--- config.mk ---
export PLATFORM = sky130hd
export DESIGN_NAME = page_replacement_engine_flat
export DESIGN_NICKNAME = d
export VERILOG_FILES = /design/src/rtl/pre_pkg.sv /design/src/rtl/pre_stream_if.sv /design/src/rtl/pre_datapath.sv /design/src/rtl/pre_controller.sv /design/src/rtl/page_replacement_engine.sv /design/src/flat_wrapper.sv
export SDC_FILE = /design/constraint.sdc
export NUM_CORES = 1
export LEC_CHECK = 0
export ABC_AREA = 1
export BUFFER_PORTS_ARGS = -buffer_cell sky130_fd_sc_hd__buf_2
export CAP_MARGIN = 10
export CORE_MARGIN = 2
export CORE_UTILIZATION = 30
export DETAILED_ROUTE_END_ITERATION = 8
export MAX_ROUTING_LAYER = met4
export PLACE_DENSITY_LB_ADDON = 0.2
export SLEW_MARGIN = 5
export SYNTH_ARGS = -nofsm -noshare
export SYNTH_HDL_FRONTEND = slang
export SYNTH_SLANG_ARGS = --single-unit
--- constraint.sdc ---
create_clock -name i_clk -period 5.4 [get_ports i_clk]
set_input_delay 0.54 -clock i_clk [delete_from_list [all_inputs] [get_ports i_clk]]
set_output_delay 0.54 -clock i_clk [all_outputs]
set_load 0.005 [all_outputs]
--- src/rtl/pre_pkg.sv ---
`timescale 1ns / 1ps
`default_nettype none

package pre_pkg;

    localparam int NUM_FRAMES_DEFAULT = 4;
    localparam int PAGE_BITS          = 16;
    localparam int COUNT_BITS         = 32;
    localparam int FRAME_OUT_BITS     = 2;
    localparam int POLICY_BITS        = 2;

    // Code 3 is unused and falls back to FIFO.
    localparam logic [POLICY_BITS-1:0] POLICY_FIFO  = 2'd0;
    localparam logic [POLICY_BITS-1:0] POLICY_LRU   = 2'd1;
    localparam logic [POLICY_BITS-1:0] POLICY_CLOCK = 2'd2;

    typedef struct packed {
        logic [PAGE_BITS-1:0] page_number;
    } t_page_req;

    typedef struct packed {
        logic                      hit;
        logic [FRAME_OUT_BITS-1:0] frame_index;
        logic                      evicted_valid;
        logic [PAGE_BITS-1:0]      evicted_page;
        logic [COUNT_BITS-1:0]     fault_total;
        logic [COUNT_BITS-1:0]     hit_total;
    } t_result;

    typedef struct packed {
        logic [POLICY_BITS-1:0] policy_mode;
    } t_cfg;

    typedef struct packed {
        logic capture;
        logic lookup;
        logic sweep;
        logic commit;
    } t_dp_cmd;

    typedef struct packed {
        logic need_sweep;
        logic sweep_found;
    } t_dp_status;

endpackage

`default_nettype wire

--- src/rtl/pre_stream_if.sv ---
`timescale 1ns / 1ps
`default_nettype none

interface pre_stream_if #(
    parameter type t_payload = logic
);
    logic     valid;
    logic     ready;
    t_payload data;

    modport source (output valid, output data, input ready);
    modport sink   (input valid, input data, output ready);
endinterface

`default_nettype wire

--- src/rtl/pre_datapath.sv ---
`timescale 1ns / 1ps
`default_nettype none

module pre_datapath #(
    parameter int NUM_FRAMES = pre_pkg::NUM_FRAMES_DEFAULT
) (
    input  wire                               i_clk,
    input  wire                               i_rst_n,
    input  wire                               i_cfg_we,
    input  wire  [pre_pkg::POLICY_BITS-1:0]   i_cfg_policy,
    input  wire  [pre_pkg::PAGE_BITS-1:0]     i_page_number,
    input  wire  pre_pkg::t_dp_cmd            i_cmd,
    output pre_pkg::t_dp_status               o_status,
    output pre_pkg::t_result                  o_result
);

    localparam int IDX_W  = $clog2(NUM_FRAMES);
    localparam int FILL_W = $clog2(NUM_FRAMES + 1);
    localparam logic [IDX_W-1:0]  LAST_IDX  = IDX_W'(NUM_FRAMES - 1);
    localparam logic [FILL_W-1:0] FULL_FILL = FILL_W'(NUM_FRAMES);
    localparam logic [pre_pkg::COUNT_BITS-1:0] COUNT_MAX = '1;

    logic [pre_pkg::POLICY_BITS-1:0] r_policy;
    logic [pre_pkg::PAGE_BITS-1:0]   r_page;
    logic [pre_pkg::PAGE_BITS-1:0]   r_frame_page [NUM_FRAMES];
    logic [NUM_FRAMES-1:0]           r_frame_valid;
    logic [FILL_W-1:0]               r_fill;
    logic [IDX_W-1:0]                r_fifo_ptr;
    logic [IDX_W-1:0]                r_hand;
    logic [IDX_W-1:0]                r_rank [NUM_FRAMES];
    logic [NUM_FRAMES-1:0]           r_ref;
    logic [pre_pkg::COUNT_BITS-1:0]  r_fault_cnt;
    logic [pre_pkg::COUNT_BITS-1:0]  r_hit_cnt;
    logic                            r_hit;
    logic [IDX_W-1:0]                r_frame;
    pre_pkg::t_result                r_out;

    logic                            full;
    logic                            match_any;
    logic [IDX_W-1:0]                match_idx;
    logic [IDX_W-1:0]                lru_idx;
    logic [IDX_W-1:0]                n_frame;
    logic                            replace;
    logic                            use_lru;
    logic                            use_clock;
    logic [pre_pkg::COUNT_BITS-1:0]  n_fault_cnt;
    logic [pre_pkg::COUNT_BITS-1:0]  n_hit_cnt;

    function automatic logic [IDX_W-1:0] next_idx(input logic [IDX_W-1:0] idx);
        return (idx == LAST_IDX) ? '0 : idx + 1'b1;
    endfunction

    assign full      = (r_fill == FULL_FILL);
    assign use_lru   = (r_policy == pre_pkg::POLICY_LRU);
    assign use_clock = (r_policy == pre_pkg::POLICY_CLOCK);
    assign replace   = !r_hit && full;

    // Lowest matching frame wins; resident pages are distinct anyway.
    always_comb begin
        match_any = 1'b0;
        match_idx = '0;
        for (int i = NUM_FRAMES - 1; i >= 0; i--) begin
            if (r_frame_valid[i] && (r_frame_page[i] == r_page)) begin
                match_any = 1'b1;
                match_idx = IDX_W'(i);
            end
        end
    end

    // With a full table the ranks form a permutation, so the least recently
    // used frame is the one holding the highest rank.
    always_comb begin
        lru_idx = '0;
        for (int i = NUM_FRAMES - 1; i >= 0; i--) begin
            if (r_rank[i] == LAST_IDX) begin
                lru_idx = IDX_W'(i);
            end
        end
    end

    always_comb begin
        priority if (match_any) begin
            n_frame = match_idx;
        end else if (!full) begin
            n_frame = r_fill[IDX_W-1:0];
        end else if (use_lru) begin
            n_frame = lru_idx;
        end else if (use_clock) begin
            n_frame = r_hand;
        end else begin
            n_frame = r_fifo_ptr;
        end
    end

    assign o_status.need_sweep  = !match_any && full && use_clock;
    assign o_status.sweep_found = !r_ref[r_frame];

    assign n_fault_cnt = (!r_hit && (r_fault_cnt != COUNT_MAX)) ? r_fault_cnt + 1'b1
                                                                 : r_fault_cnt;
    assign n_hit_cnt   = (r_hit && (r_hit_cnt != COUNT_MAX)) ? r_hit_cnt + 1'b1 : r_hit_cnt;

    always_ff @(posedge i_clk) begin
        if (!i_rst_n) begin
            r_policy      <= pre_pkg::POLICY_FIFO;
            r_frame_valid <= '0;
            r_fill        <= '0;
            r_fifo_ptr    <= '0;
            r_hand        <= '0;
            r_ref         <= '1;
            r_fault_cnt   <= '0;
            r_hit_cnt     <= '0;
            for (int i = 0; i < NUM_FRAMES; i++) begin
                r_rank[i] <= '0;
            end
        end else begin
            if (i_cfg_we) begin
                r_policy <= i_cfg_policy;
            end
            if (i_cmd.sweep && r_ref[r_frame]) begin
                r_ref[r_frame] <= 1'b0;
            end
            if (i_cmd.commit) begin
                if (!r_hit) begin
                    r_frame_valid[r_frame] <= 1'b1;
                    if (!full) begin
                        r_fill <= r_fill + 1'b1;
                    end
                end
                // Frames more recent than the touched one age by one step.
                for (int i = 0; i < NUM_FRAMES; i++) begin
                    if (r_frame_valid[i] && (IDX_W'(i) != r_frame)
                            && ((!r_hit && !full) || (r_rank[i] < r_rank[r_frame]))) begin
                        r_rank[i] <= r_rank[i] + 1'b1;
                    end
                end
                r_rank[r_frame] <= '0;
                r_ref[r_frame]  <= 1'b1;
                if (replace && use_clock) begin
                    r_hand <= next_idx(r_frame);
                end
                if (replace && !use_clock && !use_lru) begin
                    r_fifo_ptr <= next_idx(r_frame);
                end
                r_fault_cnt <= n_fault_cnt;
                r_hit_cnt   <= n_hit_cnt;
            end
        end
    end

    always_ff @(posedge i_clk) begin
        if (i_cmd.capture) begin
            r_page <= i_page_number;
        end
        if (i_cmd.lookup) begin
            r_hit   <= match_any;
            r_frame <= n_frame;
        end
        if (i_cmd.sweep && r_ref[r_frame]) begin
            r_frame <= next_idx(r_frame);
        end
        if (i_cmd.commit) begin
            if (!r_hit) begin
                r_frame_page[r_frame] <= r_page;
            end
            r_out.hit           <= r_hit;
            r_out.frame_index   <= pre_pkg::FRAME_OUT_BITS'(r_frame);
            r_out.evicted_valid <= replace;
            r_out.evicted_page  <= replace ? r_frame_page[r_frame] : '0;
            r_out.fault_total   <= n_fault_cnt;
            r_out.hit_total     <= n_hit_cnt;
        end
    end

    assign o_result = r_out;

endmodule

`default_nettype wire

--- src/rtl/pre_controller.sv ---
`timescale 1ns / 1ps
`default_nettype none

module pre_controller (
    input  wire                     i_clk,
    input  wire                     i_rst_n,
    input  wire                     i_in_valid,
    input  wire                     i_out_ready,
    input  wire  pre_pkg::t_dp_status i_status,
    output logic                    o_in_ready,
    output logic                    o_out_valid,
    output pre_pkg::t_dp_cmd        o_cmd
);

    typedef enum logic [3:0] {
        S_IDLE   = 4'b0001,
        S_LOOKUP = 4'b0010,
        S_SWEEP  = 4'b0100,
        S_COMMIT = 4'b1000
    } t_state;

    t_state r_state;
    t_state n_state;
    logic   r_out_valid;
    logic   n_out_valid;

    always_comb begin
        o_cmd       = '0;
        n_state     = r_state;
        n_out_valid = r_out_valid && !i_out_ready;
        unique case (r_state)
            S_IDLE: begin
                if (i_in_valid) begin
                    o_cmd.capture = 1'b1;
                    n_state       = S_LOOKUP;
                end
            end
            S_LOOKUP: begin
                o_cmd.lookup = 1'b1;
                n_state      = i_status.need_sweep ? S_SWEEP : S_COMMIT;
            end
            S_SWEEP: begin
                o_cmd.sweep = 1'b1;
                if (i_status.sweep_found) begin
                    n_state = S_COMMIT;
                end
            end
            S_COMMIT: begin
                // The result register may be refilled in the cycle it drains.
                if (!r_out_valid || i_out_ready) begin
                    o_cmd.commit = 1'b1;
                    n_out_valid  = 1'b1;
                    n_state      = S_IDLE;
                end
            end
            default: begin
                n_state = S_IDLE;
            end
        endcase
    end

    always_ff @(posedge i_clk) begin
        if (!i_rst_n) begin
            r_state     <= S_IDLE;
            r_out_valid <= 1'b0;
        end else begin
            r_state     <= n_state;
            r_out_valid <= n_out_valid;
        end
    end

    assign o_in_ready  = (r_state == S_IDLE);
    assign o_out_valid = r_out_valid;

endmodule

`default_nettype wire

--- src/rtl/page_replacement_engine.sv ---
// An accepted reference passes the lookup and commit steps of the controller on a hit or a
// FIFO, LRU or fill fault; a clock fault adds a hand sweep between them. A new reference is
// accepted only in idle, after the last one has committed, and the commit waits while the
// output holds an untaken result; one result may wait in the output.
// Reset (synchronous, active low) empties the frame table, zeroes ranks, pointers and
// totals, sets all reference bits and selects FIFO.
`timescale 1ns / 1ps
`default_nettype none

module page_replacement_engine #(
    parameter int NUM_FRAMES = pre_pkg::NUM_FRAMES_DEFAULT
) (
    input  wire          i_clk,
    input  wire          i_rst_n,
    pre_stream_if.sink   i_cfg,
    pre_stream_if.sink   i_page,
    pre_stream_if.source o_result
);

    pre_pkg::t_dp_cmd    cmd;
    pre_pkg::t_dp_status status;
    pre_pkg::t_cfg       cfg_data;
    pre_pkg::t_page_req  page_data;
    pre_pkg::t_result    result_data;
    logic                in_ready;
    logic                out_valid;

    assign cfg_data  = i_cfg.data;
    assign page_data = i_page.data;

    assign i_cfg.ready   = 1'b1;
    assign i_page.ready  = in_ready;
    assign o_result.valid = out_valid;
    assign o_result.data  = result_data;

    pre_controller u_ctrl (
        .i_clk       (i_clk),
        .i_rst_n     (i_rst_n),
        .i_in_valid  (i_page.valid),
        .i_out_ready (o_result.ready),
        .i_status    (status),
        .o_in_ready  (in_ready),
        .o_out_valid (out_valid),
        .o_cmd       (cmd)
    );

    pre_datapath #(
        .NUM_FRAMES (NUM_FRAMES)
    ) u_dp (
        .i_clk         (i_clk),
        .i_rst_n       (i_rst_n),
        .i_cfg_we      (i_cfg.valid),
        .i_cfg_policy  (cfg_data.policy_mode),
        .i_page_number (page_data.page_number),
        .i_cmd         (cmd),
        .o_status      (status),
        .o_result      (result_data)
    );

endmodule

`default_nettype wire
--- src/flat_wrapper.sv ---
// flat-port wrapper written by rule: the top's interface ports become plain ports
module page_replacement_engine_flat 
#(
    parameter int NUM_FRAMES = pre_pkg::NUM_FRAMES_DEFAULT
)
  (i_clk, i_rst_n, i_cfg_valid, i_cfg_data, i_cfg_ready, i_page_valid, i_page_data, i_page_ready, o_result_valid, o_result_data, o_result_ready);
  pre_stream_if i_cfg_i ();
  pre_stream_if i_page_i ();
  pre_stream_if o_result_i ();
  input  wire i_clk;
  input  wire i_rst_n;
  input wire logic [$bits(i_cfg_i.valid)-1:0] i_cfg_valid;
  input wire logic [$bits(i_cfg_i.data)-1:0] i_cfg_data;
  output wire logic [$bits(i_cfg_i.ready)-1:0] i_cfg_ready;
  input wire logic [$bits(i_page_i.valid)-1:0] i_page_valid;
  input wire logic [$bits(i_page_i.data)-1:0] i_page_data;
  output wire logic [$bits(i_page_i.ready)-1:0] i_page_ready;
  output wire logic [$bits(o_result_i.valid)-1:0] o_result_valid;
  output wire logic [$bits(o_result_i.data)-1:0] o_result_data;
  input wire logic [$bits(o_result_i.ready)-1:0] o_result_ready;
  assign i_cfg_i.valid = i_cfg_valid;
  assign i_cfg_i.data = i_cfg_data;
  assign i_cfg_ready = i_cfg_i.ready;
  assign i_page_i.valid = i_page_valid;
  assign i_page_i.data = i_page_data;
  assign i_page_ready = i_page_i.ready;
  assign o_result_valid = o_result_i.valid;
  assign o_result_data = o_result_i.data;
  assign o_result_i.ready = o_result_ready;
  page_replacement_engine #(.NUM_FRAMES(NUM_FRAMES)) u_core (.i_clk(i_clk), .i_rst_n(i_rst_n), .i_cfg(i_cfg_i), .i_page(i_page_i), .o_result(o_result_i));
endmodule
==> qor.yml, run 1 <==
global_routing:
  grt_overflow_total: 0
  grt_start_max_net_pins: 45
  grt.total_usage: 0.145
  antenna_found_initial: 0
  first_global_vias: 3117
  grt_first_pass_wirelength_um: 15000
timing:
  fin_skew_ns: 0.00855
  holdWs_ns: 0.384
  rsz0062_at_grt: "false"
  period_share: 0.425
  slew_viol_final: 0
  timing.fmax_mhz: 436
  slew_headroom: 0.423
  finalHoldViolCount: 0
  min_period_ns: 2.29
  finalSetupViolations: 0
  setup_tns_ns: 0
  tightest_slew_ns: 0.859
worst_setup_path:
  crit_chain: "ha_1 -> inv_1 -> nor2_4 -> nand2_4 -> nor2_4 -> nand2_2 -> nand3_4 -> inv_2 -> nand2_1 -> a21oi_1"
  cpMaxStageDelayCell: "dfxtp_1"
  cp_slowest_stage_delay_ns: 0.40
  path_delay_family: "simple AND/OR/NAND/NOR gates"
  endpoint_kind: "flop"
  cp.arrival_ns: 2.48
  start_kind: "flop"
  critPathKind: "reg -> reg"
  critPathRequiredTime_ns: 5.59
  path_buf_inv: 2
  cpMostUsedCell: "nor2_4"
  path_max_fanout: 34
synthesis:
  ys.flop_type: "dfxtp_1"
  async_flop_share: 0
  syn_avg_cell_area_um2: 6.84
  syn_nets: 579
  netlist_instances: 557
  ys_seq_area_frac: 0.365
  synthesis.area_um2: 3810
  ys_warn_count: 0
  yosys_register_bits: 65
  synth_top_area_frac: 0.294
  synthDistinctLibCells: 32
  synthTopCellsByArea: "dfxtp_1 (29%), nand2_1 (18%), edfxtp_1 (7.1%), a21oi_1 (6.7%), nor2_1 (6.7%)"
  post-synth-top-area-cell: "dfxtp_1"
  synth_edf_count: 9
placement:
  gp_congestion: 0.837
  placed_area_um2: 3980
  dp.cells: 726
  dp_hpwl_um: 6610
  port_buffers: 9
drt:
  firstDrtPassIters: 4
  drcViolationCount: 0
  routed_wirelength_um: 8790
  num_vias: 3358
  drt_iter0_drc: 198
  routedWlPerCell_um: 11.8
  antenna_left: 0
  viasPerCell: 4.53
clock_tree:
  ctsResizeCount: 0
  cts_buffers: 9
  hold_buffers: 0
  path_clk_slew_ns: 0.06
  cts_setup_buffers: 0
  cts_sinks: 65
  cts_max_path_buffers: 2
  cts_tree: "done"
  cts-root-buf: "clkbuf_16"
  clock_latency_ns: 0.33
  htreeDepth: 3
cells_and_area:
  instances_no_fill: 742
  area_delta_synth_final_pct: 13.6
  nets: 587
  layout_common_cells: "nand2_1 (179), nor2_1 (68), dfxtp_1 (56), inv_1 (52), a21oi_1 (51)"
  final_core_util: 0.346
  drive_above_1_share: 0.0684
  diodes: 0
  final_area_um2: 4330
  final_common_cell: "nand2_1"
power_and_ir_drop:
  power_density_nw_per_um2: 278
  p_leak_nw: 1.66
  vdd_drop_max_uv: 138
worst_hold_path:
  hold_path_class: "in -> reg"
floorplanning:
  start_util: 0.304
  core_area_um2: 12500
  die_area_um2: 13600
  num_rows: 41
  die_height_um: 117
  die_x_um: 117
  ios: 11
run_status:
  status: "complete, no violations"
run:
  cap_violations: 0
[state kept, by name (all words and copies together), names as in the netlist, named ones only]
name,count
u_core.u_dp.r_rank,8
u_core.u_dp.r_fifo_ptr,2
u_core.u_dp.o_result,1
u_core.u_dp.r_policy,1
u_core.u_dp.r_frame_page,4
u_core.u_dp.r_fill,3
u_core.u_dp.r_frame_valid,4
u_core.u_ctrl.o_out_valid,1
u_core.u_dp.r_hit,1
u_core.u_ctrl.r_state,3
u_core.u_dp.r_page,1
u_core.u_dp.r_frame,2
u_core.u_dp.r_hit_cnt,32
[routing by layer]
| layer | vias to the layer above | GRT usage | share of wire |
|---|---|---|---|
| li1 | 1804 | - | - |
| met1 | 1495 | 0.201 | 0.52 |
| met2 | 50 | 0.205 | 0.43 |
| met3 | 9 | 0.0379 | 0.036 |
| met4 | 0 | 0.0502 | 0.015 |
| met5 | - | - | 0 |
[cell usage after synthesis, types with 2 or more instances]
master,instances
xor2_1,16
nand3b_1,10
nand4_1,12
inv_2,2
nand3_1,27
a21oi_1,51
nor2_1,68
xnor2_1,6
buf_6,6
clkbuf_1,6
nor2_4,2
dfxtp_1,56
o21ai_0,10
nor2_2,2
ha_1,15
nand2_1,179
inv_1,52
edfxtp_1,9
nor3_1,14
nand2_2,2
[report_power, final]
part	internal, mW	switching, mW
sequential	0.494	0.00303
clock	0.463	0.209
combinational	0.00914	0.0222
[area by class of cell]
class,instances,area [um2]
fill,1395,8190
multi-input combinational,424,2110
sequential,65,1390
clock buffer,11,243
tap,172,215
inverter,55,206
clock inverter,5,104
timing repair buffer,10,52.6
[final timing paths]
| check | startpoint | endpoint | slack (ns) | cells past startpoint |
|---|---|---|---|---|
| max | u_core.u_dp.r_hit_cnt[0] | u_core.u_dp.r_hit_cnt[27] | 3.11 | 10 |
| max reg2reg | u_core.u_dp.r_hit_cnt[0] | u_core.u_dp.r_hit_cnt[27] | 3.11 | 10 |
| min reg2reg | u_core.u_dp.r_frame_valid[0] | u_core.u_dp.r_frame_valid[0] | 0.47 | 2 |
| min | i_page_data | u_core.u_dp.r_page[0] | 0.38 | 1 |
[per-stage QoR]
step	setup WS (ns)	total power, mW
after floorplan	3.71	0.530
after global placement	3.01	0.539
after CTS	3.07	1.22
after detailed placement	2.98	0.540
after global routing	2.89	1.25
final	3.11	1.20
[cell families after synthesis]
family | count (synthesis) | share of synthesized area
compound gates | 63 | 0.0844
xor+xnor | 22 | 0.0506
fa+ha+maj | 15 | 0.0493
buf+inv | 68 | 0.0798
flops | 65 | 0.365
other cells | 1 | 0.000984
simple gates | 323 | 0.370
Power figures use the tool's default switching activity.
==> inputs of run 2 (changes only) <==
==> constraint.sdc (replaced) <==
create_clock -name i_clk -period 2.4 [get_ports i_clk]
set_input_delay 0.24 -clock i_clk [delete_from_list [all_inputs] [get_ports i_clk]]
set_output_delay 0.24 -clock i_clk [all_outputs]
set_load 0.005 [all_outputs]
==> qor.yml, run 2 (synthesis results as in run 1) <==
power_and_ir_drop:
  clockPowerShare: 0.520  # was 0.560
  p_leak_nw: 1.64  # was 1.66 nW
  p_comb_frac: 0.029  # was 0.026
  p_int_mw: 1.93  # was 0.967 mW
  sw_frac_of_total: 0.223  # was 0.195
  power_density_nw_per_um2: 579  # was 278 nW/um2
  vdd_drop_max_uv: 304  # was 138 uV
  switching_power_mw: 0.553  # was 0.234 mW
  seqPwrFrac: 0.451  # was 0.414
drt:
  drt_iter0_drc: 174  # was 198
  antenna_left: 0  # unchanged
  viasPerCell: 4.58  # was 4.53
  routed_wirelength_um: 9180  # was 8790 um
  num_vias: 3411  # was 3358
  routedWlPerCell_um: 12.3  # was 11.8 um
  firstDrtPassIters: 4  # unchanged
  drcViolationCount: 0  # unchanged
worst_setup_path:
  path_max_fanout: 19  # was 34
  endpoint_kind: "flop"  # unchanged
  critPathKind: "reg -> reg"  # unchanged
  reg2regPathDepth: 10  # unchanged
  start_kind: "flop"  # unchanged
  critPathRequiredTime_ns: 2.61  # was 5.59 ns
  cp.arrival_ns: 2.28  # was 2.48 ns
cells_and_area:
  final_area_um2: 4290  # was 4330 um2
  nets: 590  # was 587
  largest_register_ffs: 32  # unchanged
  drive_above_1_share: 0.0698  # was 0.0684
  top_regs: "u_core.u_dp.r_hit_cnt x32, u_core.u_dp.r_rank x8"  # unchanged
  final_common_cell: "nand2_1"  # unchanged
  diodes: 0  # unchanged
  area_delta_synth_final_pct: 12.6  # was 13.6%
  regMostFlops: "u_core.u_dp.r_hit_cnt"  # unchanged
  final_core_util: 0.343  # was 0.346
  layout_common_cells: "nand2_1 (179), nor2_1 (68), dfxtp_1 (56), inv_1 (52), a21oi_1 (51)"  # unchanged
floorplanning:
  die_height_um: 117  # unchanged
  ios: 11  # unchanged
  die_area_um2: 13600  # unchanged
  num_rows: 41  # unchanged
  start_util: 0.304  # unchanged
  core_area_um2: 12500  # unchanged
  die_x_um: 117  # unchanged
timing:
  timing.fmax_mhz: 482  # was 436 MHz
  min_period_ns: 2.07  # was 2.29 ns
  tightest_slew_ns: 0.540  # was 0.859 ns
  slew_headroom: 0.637  # was 0.423
  period_share: 0.864  # was 0.425
  rsz0062_at_grt: "false"  # unchanged
  finalHoldViolCount: 0  # unchanged
  setup_tns_ns: 0  # unchanged
  finalSetupViolations: 0  # unchanged
  fin_skew_ns: 0.00264  # was 0.00855 ns
  slew_viol_final: 0  # unchanged
global_routing:
  grt_start_max_net_pins: 35  # was 45
  grt_overflow_total: 0  # unchanged
  first_global_vias: 3092  # was 3117
  grt.total_usage: 0.148  # was 0.145
  grt_first_pass_wirelength_um: 15100  # was 15000 um
  antenna_found_initial: 0  # unchanged
placement:
  gp_congestion: 0.847  # was 0.837
  placed_area_um2: 4000  # was 3980 um2
  port_buffers: 9  # unchanged
  dp_hpwl_um: 6880  # was 6610 um
clock_tree:
  clock_latency_ns: 0.33  # about the same
  hold_buffers: 0  # unchanged
  cts_max_path_buffers: 2  # unchanged
  path_clk_slew_ns: 0.06  # about the same
  cts_tree: "done"  # unchanged
  cts_setup_buffers: 0  # unchanged
  cts-root-buf: "clkbuf_16"  # unchanged
  htreeDepth: 3  # unchanged
  cts_sinks: 65  # unchanged
  ctsResizeCount: 0  # unchanged
  cts_buffers: 9  # unchanged
run:
  cap_violations: 0  # unchanged
worst_hold_path:
  hold_path_class: "in -> reg"  # unchanged
  hold_path_depth: 1  # unchanged
run_status:
  status: "complete, no violations"  # unchanged
-- run 2: power groups by stage --
stage | sequential (mW) | combinational, mW | clock (mW)
global placement | 1.14 | 0.0740 | 0
detailed placement | 1.14 | 0.0748 | 0
CTS | 1.12 | 0.0749 | 1.32
global route | 1.12 | 0.0846 | 1.38
floorplan | 1.14 | 0.0513 | 0
finish | 1.12 | 0.0733 | 1.29
-- run 2: cell type report --
type / instances / area (um2)
fillers: 1411 / 8230
multi-input cells: 424 / 2110
flip-flops and latches: 65 / 1390
clock buffers: 10 / 229
well taps: 172 / 215
inverters: 55 / 206
repair buffers: 13 / 75.1
clock inverters: 6 / 58.8
-- run 2: metal layers --
| metal | wire, um | track usage | share of wire |
|---|---|---|---|
| met3 | 358 | 0.0254 | 0.039 |
| met4 | 175 | 0.0635 | 0.019 |
| met1 | 4810 | 0.201 | 0.52 |
| met2 | 3840 | 0.217 | 0.42 |
| met5 | 0 | - | 0 |
-- run 2: path summary, 6_finish.rpt --
| path | start | end | slack (ns) |
|---|---|---|---|
| max | u_core.u_dp.r_hit_cnt[1] | u_core.u_dp.r_hit_cnt[0] | 0.33 |
| min | i_page_data | u_core.u_dp.r_page[0] | 0.08 |
| max reg2reg | u_core.u_dp.r_hit_cnt[1] | u_core.u_dp.r_hit_cnt[0] | 0.33 |
| min reg2reg | u_core.u_dp.r_frame_valid[1] | u_core.u_dp.r_frame_valid[1] | 0.47 |
-- run 2: critical path: stages, from the launching register on --
cell and delay [ns]:
dfxtp_1 0.40, ha_1 0.27, inv_1 0.09, nor2_4 0.19, nand2_4 0.10, nor2_4 0.13
nand2_2 0.08, nand3_4 0.16, buf_4 0.29, nand2_1 0.07, nor3b_1 0.14
-- run 2: through the flow --
step	total power [mW]	instances	setup WS [ns]	hold WS [ns]
2_1_floorplan	1.19	557	0.714	0.339
3_3_place_gp	1.22	729	0.370	0.419
3_5_place_dp	1.22	729	0.311	0.420
4_1_cts	2.52	745	0.299	0.0688
5_1_grt	2.58	745	0.0877	0.0749
6_report	2.48	745	0.327	0.0809
==> inputs of run 3 (changes only) <==
--- a/config.mk
+++ b/config.mk
@@ -10,6 +10,7 @@
 export CAP_MARGIN = 10
 export CORE_MARGIN = 2
 export CORE_UTILIZATION = 30
+export CTS_BUF_LIST = sky130_fd_sc_hd__clkbuf_4 sky130_fd_sc_hd__clkbuf_8 sky130_fd_sc_hd__clkbuf_16
 export DETAILED_ROUTE_END_ITERATION = 8
 export MAX_ROUTING_LAYER = met4
 export PLACE_DENSITY_LB_ADDON = 0.2
==> qor.yml, run 3 (synthesis results as in run 1) <==
worst_setup_path:
  regToRegStartpoint: "u_core.u_dp.r_hit_cnt[1]"  # unchanged
  endpoint_kind: "flop"  # unchanged
  critPathRequiredTime_ns: 2.61  # about the same
  start_kind: "flop"  # unchanged
  rrSetupSlack_ns: 0.33  # about the same
  cp.arrival_ns: 2.28  # about the same
  reg2reg_to: "u_core.u_dp.r_hit_cnt[0]"  # unchanged
  critPathKind: "reg -> reg"  # unchanged
  reg2regPathDepth: 10  # unchanged
  path_max_fanout: 19  # unchanged
clock_tree:
  cts_max_path_buffers: 2  # unchanged
  htreeDepth: 3  # unchanged
  cts_sinks: 65  # unchanged
  hold_buffers: 0  # unchanged
  path_clk_slew_ns: 0.06  # about the same
  ctsResizeCount: 0  # unchanged
  cts_buffers: 9  # unchanged
  cts-root-buf: "clkbuf_16"  # unchanged
  clock_latency_ns: 0.33  # about the same
  cts_tree: "done"  # unchanged
  cts_setup_buffers: 0  # unchanged
run:
  cap_violations: 0  # unchanged
worst_hold_path:
  hold_path_end: "u_core.u_dp.r_page[0]"  # unchanged
  min-delay-start: "i_page_data"  # unchanged
  hold_path_depth: 1  # unchanged
  hold_path_class: "in -> reg"  # unchanged
cells_and_area:
  final_common_cell: "nand2_1"  # unchanged
  layout_common_cells: "nand2_1 (179), nor2_1 (68), dfxtp_1 (56), inv_1 (52), a21oi_1 (51)"  # unchanged
  drive_above_1_share: 0.0716  # was 0.0698
  largest_register_ffs: 32  # unchanged
  diodes: 0  # unchanged
  fillerInstances: 1410  # was 1411
  regArea_um2: 1390  # unchanged
  multi_input_area_um2: 2110  # unchanged
  final_core_util: 0.343  # about the same
  regMostFlops: "u_core.u_dp.r_hit_cnt"  # unchanged
  area_delta_synth_final_pct: 12.7  # was 12.6%
  top_regs: "u_core.u_dp.r_hit_cnt x32, u_core.u_dp.r_rank x8"  # unchanged
  nets: 590  # unchanged
power_and_ir_drop:
  seqPwrFrac: 0.449  # was 0.451
  switching_power_mw: 0.553  # about the same
  clockPowerShare: 0.522  # was 0.520
  p_comb_frac: 0.029  # about the same
  p_leak_nw: 1.64  # about the same
  sw_frac_of_total: 0.221  # was 0.223
  finalPower_mw: 2.49  # was 2.48 mW
  p_int_mw: 1.94  # was 1.93 mW
  vdd_drop_max_uv: 304  # about the same
  power_density_nw_per_um2: 581  # was 579 nW/um2
placement:
  dp_hpwl_um: 6880  # unchanged
  gp_congestion: 0.847  # unchanged
  port_buffers: 9  # unchanged
drt:
  antenna_left: 0  # unchanged
  drcViolationCount: 0  # unchanged
  num_vias: 3404  # was 3411
  viasPerCell: 4.57  # was 4.58
  firstDrtPassIters: 4  # unchanged
  routed_wirelength_um: 9190  # was 9180 um
  drt_iter0_drc: 174  # unchanged
  routedWlPerCell_um: 12.3  # about the same
global_routing:
  grt_first_pass_wirelength_um: 15100  # unchanged
  grt_overflow_total: 0  # unchanged
  grt.total_usage: 0.148  # unchanged
  first_global_vias: 3092  # unchanged
  grt_start_max_net_pins: 35  # unchanged
  antenna_found_initial: 0  # unchanged
run_status:
  status: "complete, no violations"  # unchanged
floorplanning:
  die_height_um: 117  # unchanged
  die_area_um2: 13600  # unchanged
  ios: 11  # unchanged
  start_util: 0.304  # unchanged
  die_x_um: 117  # unchanged
  num_rows: 41  # unchanged
  core_area_um2: 12500  # unchanged
timing:
  slew_viol_final: 0  # unchanged
  rsz0062_at_grt: "false"  # unchanged
  period_share: 0.864  # about the same
  slew_headroom: 0.637  # about the same
  fin_skew_ns: 0.00278  # was 0.00264 ns
  holdWs_ns: 0.0811  # was 0.0809 ns
  min_period_ns: 2.07  # about the same
  finalSetupViolations: 0  # unchanged
  timing.fmax_mhz: 482  # about the same
  tightest_slew_ns: 0.540  # about the same
  finalHoldViolCount: 0  # unchanged
  setup_tns_ns: 0  # unchanged
==> run 3: critical path, cell delays in order, from the launching register on <==
cell and delay, ns:
dfxtp_1 0.40, ha_1 0.27, inv_1 0.09, nor2_4 0.19
nand2_4 0.10, nor2_4 0.13, nand2_2 0.08, nand3_4 0.16
buf_4 0.29, nand2_1 0.07, nor3b_1 0.14
==> run 3: how the worst max path moves through the flow <==
stage | from | end | slack, ns | depth (start not counted)
global placement | u_core.u_dp.r_hit_cnt[1] | u_core.u_dp.r_hit_cnt[0] | 0.37 | 10
CTS | u_core.u_dp.r_hit_cnt[1] | u_core.u_dp.r_hit_cnt[0] | 0.30 | 10
floorplan | u_core.u_dp.r_hit_cnt[0] | u_core.u_dp.r_hit_cnt[23] | 0.71 | 11
detailed placement | u_core.u_dp.r_hit_cnt[1] | u_core.u_dp.r_hit_cnt[0] | 0.31 | 10
finish | u_core.u_dp.r_hit_cnt[1] | u_core.u_dp.r_hit_cnt[0] | 0.33 | 10
global route | u_core.u_dp.r_hit_cnt[0] | u_core.u_dp.r_hit_cnt[16] | 0.09 | 10
==> run 3: power by group through the flow <==
stage | sequential, mW | combinational, mW | clock (mW)
2_1_floorplan | 1.14 | 0.0513 | 0
3_3_place_gp | 1.14 | 0.0740 | 0
3_5_place_dp | 1.14 | 0.0748 | 0
4_1_cts | 1.12 | 0.0749 | 1.33
5_1_grt | 1.12 | 0.0846 | 1.39
6_report | 1.12 | 0.0733 | 1.30
==> run 3: metrics by stage <==
stage	setup slack (ns)	instance area [um2]	instances
finish	0.327	4290	745
global route	0.0877	4290	745
CTS	0.299	4290	745
detailed placement	0.311	4000	729
global placement	0.370	4000	729
floorplan	0.714	3810	557
==> run 3: final cells by class <==
type | instances | share of cell area
multi-input combinational | 424 | 0.492
inverter | 55 | 0.0481
sequential | 65 | 0.324
tap | 172 | 0.0501
clock buffer | 10 | 0.0542
clock inverter | 6 | 0.0137
timing repair buffer | 13 | 0.0175
==> run 3: layer usage <==
layer  vias to the layer above  GRT usage  routed length (um)
li1                       1811          -                   -
met3                        12     0.0254                 320
met1                      1531      0.201                4850
met4                         0     0.0635                 175
met5                         -          -                   0
met2                        50      0.217                3850
